**config.mk**
```make
export PLATFORM = sky130hd
export DESIGN_NAME = ipru_ctrl
export DESIGN_NICKNAME = d
export VERILOG_FILES = /design/src/rtl/ipru_pkg.sv /design/src/rtl/ipru_ctrl.sv
export SDC_FILE = /design/constraint.sdc
export NUM_CORES = 1
export LEC_CHECK = 0
export ABC_CLOCK_PERIOD_IN_PS = 1200
export CORE_AREA = 4 4 41 43
export CTS_CLUSTER_DIAMETER = 120
export DETAILED_ROUTE_END_ITERATION = 7
export DIE_AREA = 0 0 45 47
export DONT_BUFFER_PORTS = 1
export GPL_TIMING_DRIVEN = 0
export SYNTH_ARGS = -nofsm -noshare
export SYNTH_HDL_FRONTEND = slang
export SYNTH_SLANG_ARGS = --single-unit
```
**constraint.sdc**
```tcl
create_clock -name clk_i -period 1.2 [get_ports clk_i]
set_clock_uncertainty 0.2 [all_clocks]
set_input_delay 0.24 -clock clk_i [delete_from_list [all_inputs] [get_ports clk_i]]
set_output_delay 0.24 -clock clk_i [all_outputs]
set_load 0.02 [all_outputs]
```
**src/rtl/ipru_pkg.sv**
```systemverilog
package ipru_pkg;

  localparam int MAX_WIDTH = 1024;
  localparam int MAX_SCALE = 16;

  // field widths fixed by the interface
  localparam int SCALE_BITS    = 5;
  localparam int WIDTH_BITS    = 11;
  localparam int CFG_IDX_BITS  = 1;
  localparam int CFG_DATA_BITS = 11;
  localparam int COLOR_BITS    = 8;
  localparam int PIXEL_BITS    = 3 * COLOR_BITS;

  // derived internal widths
  localparam int CW = (MAX_WIDTH > 1) ? $clog2(MAX_WIDTH) : 1;  // column / address
  localparam int WW = $clog2(MAX_WIDTH + 1);                     // effective width
  localparam int SW = $clog2(MAX_SCALE + 1);                     // effective scale
  localparam int RW = $clog2(MAX_SCALE);                         // repeat / line count

  localparam logic [CFG_IDX_BITS-1:0] REG_SCALE = 1'b0;
  localparam logic [CFG_IDX_BITS-1:0] REG_WIDTH = 1'b1;

  localparam logic OP_PIXEL = 1'b0;
  localparam logic OP_TICK  = 1'b1;

  localparam logic KIND_PIXEL = 1'b0;
  localparam logic KIND_PAD   = 1'b1;

  typedef enum logic [1:0] {
    ST_IDLE,
    ST_PIX,
    ST_PAD,
    ST_TICK
  } ipru_state_e;

  typedef struct packed {
    logic in_ready;
    logic take_pixel;
    logic take_tick;
    logic emit_pixel;
    logic emit_pad;
    logic emit_replay;
  } ipru_cmd_t;

  typedef struct packed {
    logic replaying;
    logic rep_last;
    logic pad_last;
    logic needs_pad;
    logic out_free;
  } ipru_status_t;

endpackage

```
**src/rtl/ipru_ctrl.sv**
```systemverilog
module ipru_ctrl
  import ipru_pkg::*;
(
  input  logic         clk_i,
  input  logic         rst_ni,
  input  logic         in_valid_i,
  input  logic         in_op_i,
  input  ipru_status_t status_i,
  output ipru_cmd_t    cmd_o
);

  ipru_state_e state_q, state_d;

  always_ff @(posedge clk_i or negedge rst_ni) begin
    if (!rst_ni) begin
      state_q <= ST_IDLE;
    end else begin
      state_q <= state_d;
    end
  end

  always_comb begin
    state_d = state_q;
    unique case (state_q)
      ST_IDLE: begin
        if (in_valid_i) begin
          if (in_op_i == OP_PIXEL && !status_i.replaying) begin
            state_d = ST_PIX;
          end else if (in_op_i == OP_TICK && status_i.replaying) begin
            state_d = ST_TICK;
          end
        end
      end
      ST_PIX: begin
        if (status_i.out_free && status_i.rep_last) begin
          state_d = status_i.needs_pad ? ST_PAD : ST_IDLE;
        end
      end
      ST_PAD: begin
        if (status_i.out_free && status_i.pad_last) begin
          state_d = ST_IDLE;
        end
      end
      ST_TICK: begin
        if (status_i.out_free) begin
          state_d = ST_IDLE;
        end
      end
      default: state_d = ST_IDLE;
    endcase
  end

  always_comb begin
    cmd_o = '0;
    unique case (state_q)
      ST_IDLE: begin
        cmd_o.in_ready   = 1'b1;
        cmd_o.take_pixel = in_valid_i && in_op_i == OP_PIXEL && !status_i.replaying;
        cmd_o.take_tick  = in_valid_i && in_op_i == OP_TICK && status_i.replaying;
      end
      ST_PIX:  cmd_o.emit_pixel  = status_i.out_free;
      ST_PAD:  cmd_o.emit_pad    = status_i.out_free;
      ST_TICK: cmd_o.emit_replay = status_i.out_free;
      default: cmd_o = '0;
    endcase
  end

endmodule

```
==> impl_metrics.csv <==
group,metric,value,unit
synthesis,synth-async-reset-ratio,100,%
synthesis,synth_seq_area_share,27.6,%
clock_tree,cts-root-buf,"clkbuf_4",
critical_path,startpoint_type,"register",
status,status,"finished, violations left",
status,violations,"setup timing",
timing,layout_setup_ws,-0.318,ns
route,vias,217,
flow_run,cap_violations,0,
finish,n_fill_cell,150,
global_routing,grt_pass1_vias,252,
critical_path,crit_type,"reg2out",
synthesis,ys_warn_count,0,
place,dp.cells,37,
place,place_area,230,um2
route,avgRoutedWirePerCell,14.3,um
critical_path,crit_path_max_fanout,2,
critical_path,reg2reg_setup_slack,-0.20,ns
timing,hold_viol,0,
timing,worst_slew_pin_slew,0.269,ns
critical_path,slowest_delay,0.42,ns
timing,fin_crit_sh,127,%
global_routing,antenna_found_initial,0,
timing,rsz0062_at_grt,"true",
critical_path,path_cells,"nor2_4 > nand2_4 > nor3_4",
finish,fin_cells,50,
synthesis,synth_top_area_share,27.6,%
hold_path,hp-class,"in2reg",
die,die_w,45,um
timing,hold_ws,0.0238,ns
route,drtIter0Drc,3,
clock_tree,clk_pin_slew,0.03,ns
global_routing,grt_util_all_layers,7.89,%
timing,fin_crit,1.52,ns
die,ios,15,
critical_path,timing.rr.start,"state_q[0]",
clock_tree,clk_latency,0.23,ns
die,die-area,2120,um2
timing,setup_violations,8,
synthesis,ys_ff_latch,2,
clock_tree,clk_path_buf_depth,2,
synthesis,syn_area,181,um2
critical_path,cp-startpoint,"state_q[1]",
critical_path,cp_data_required_time,0.76,ns
route,drtPass1Iterations,2,
route,ant_nets,0,
critical_path,end_kind,"output pin",
place,place_hpwl,425,um
synthesis,synth_cells,22,
clock_tree,clock_sinks,2,
synthesis,synth_area_leaders,"dfrtp_1, mux2_4, ha_1",
finish,fin_nets,47,
critical_path,slowest_stage,"dfrtp_2",
synthesis,synthTopCellsByCount,"nand2_1, dfrtp_1, inv_1, nor2_1, nor3_1",
synthesis,synthFlopType,"dfrtp_1",
finish,area_growth,114,%
die,rows,13,
timing,slew_viol_final,0,
pwr,p_leak,0.172,nW
synthesis,synth.most_common_cell,"nand2_1",
clock_tree,cts_tree,"yes",
synthesis,synth-edff-count,0,
die,die_h,47,um
place,gp_congestion,0.611,
synthesis,yosys.area.top_type,"dfrtp_1",
pwr,ir_worst_vdd,393,uV
route,wl,713,um
finish,fin_area,388,um2
clock_tree,ctsHtreeMaxLevel,1,
timing,fmax,659,MHz
synthesis,mappedNetlistNets,32,
global_routing,overflow,0,
route,viasPerCell,4.34,
synthesis,synth_cell_types,16,
clock_tree,cts_buffers,3,
die,initial_utilization,13.9,%
critical_path,cp.arrival,1.08,ns
die,core-area,1300,um2
timing,relSlewSlack,82.0,%
finish,largest_reg_flops,2,
pwr,power_density,2520,nW/um2
global_routing,grt_max_degree,6,
critical_path,reg2reg_to,"state_q[0]",
critical_path,cp-endpoint,"cmd_o[3]",
critical_path,reg2regPathDepth,5,
finish,antenna_cells,0,
finish,largest-register,"state_q",
finish,utilization,29.8,%
finish,top_regs,"state_q x2",
route,drc_errors,0,
finish,layout-drive-gt1-share,82.9,%
global_routing,grt_first_pass_wirelength,1040,um
place,portBuffers,0,
synthesis,syn_area_per_cell,8.25,um2
[power by group]
| group | switching, mW | internal (mW) | total (mW) |
|---|---|---|---|
| registers | 0.0474 | 0.110 | 0.157 |
| logic | 0.298 | 0.369 | 0.667 |
| clock network | 0.0417 | 0.111 | 0.152 |
[kinds of logic after synthesis]
group	synth area share [%]
AND/OR/NAND/NOR	26.9
buffers and inverters	10.3
AO/OA/AOI/OAI	20.0
multiplexers	8.27
adder cells (fa/ha/maj)	6.90
flip-flops	27.6
[area by class of cell]
class                   instances  area (um2)  area share, %
plain buffers                   1        11.3           2.90
clock buffers                   3        22.5           5.81
inverters                       3        11.3           2.90
multi-input cells              16         184           47.4
flip-flops and latches          2        52.6           13.5
well taps                      15        18.8           4.84
repair buffers                 10        87.6           22.6
[worst max-delay path, delay by kind of cell, from the launching register on]
family | cells | cell delay, ns
simple gates | 3 | 0.44
flops | 1 | 0.42
[cells in the final DEF (no fill, tap or decap), types with 2 or more instances in the layout]
| cell | count |
|---|---|
| buf_4 | 6 |
| inv_2 | 3 |
| buf_6 | 3 |
| clkbuf_4 | 3 |
| nor2_4 | 2 |
| nor3_4 | 2 |
| and3_4 | 2 |
| dlygate4sd3_1 | 2 |
| dfrtp_2 | 2 |
[layer usage]
metal  routed length, um  track usage [%]  vias up
met5                   0                0        -
li1                    -                -      104
met4                  12             7.02        0
met1                 224             5.22      104
met2                 443             15.5        7
met3                  32             3.83        2
[how the worst min path moves through the flow]
stage	start	end	slack, ns	cells after the start
floorplan	rst_ni	state_q[0]	-0.26	0
global placement	rst_ni	state_q[0]	-0.26	0
detailed placement	rst_ni	state_q[0]	-0.26	0
global route	status_i[3]	state_q[0]	0.02	2
finish	status_i[2]	state_q[1]	0.02	2
CTS	status_i[2]	state_q[1]	0.02	2
[metrics by stage]
stage	power (mW)	setup TNS (ns)	worst slack (ns)
CTS	0.926	-2.01	-0.394
floorplan	0.409	-0.484	-0.155
detailed placement	0.450	-0.898	-0.234
finish	0.977	-2.00	-0.318
global placement	0.442	-0.835	-0.233
global route	1.04	-2.32	-0.374
[timing repair]
action | in CTS | in global routing
resized for setup | 15 | 2
hold endpoints to repair | 3 | 0
pin swaps | 4 | 6
endpoints found under the setup margin | 7 | 8
setup buffers | 7 | 2
hold buffers | 2 | 0
Power figures use the tool's default switching activity.
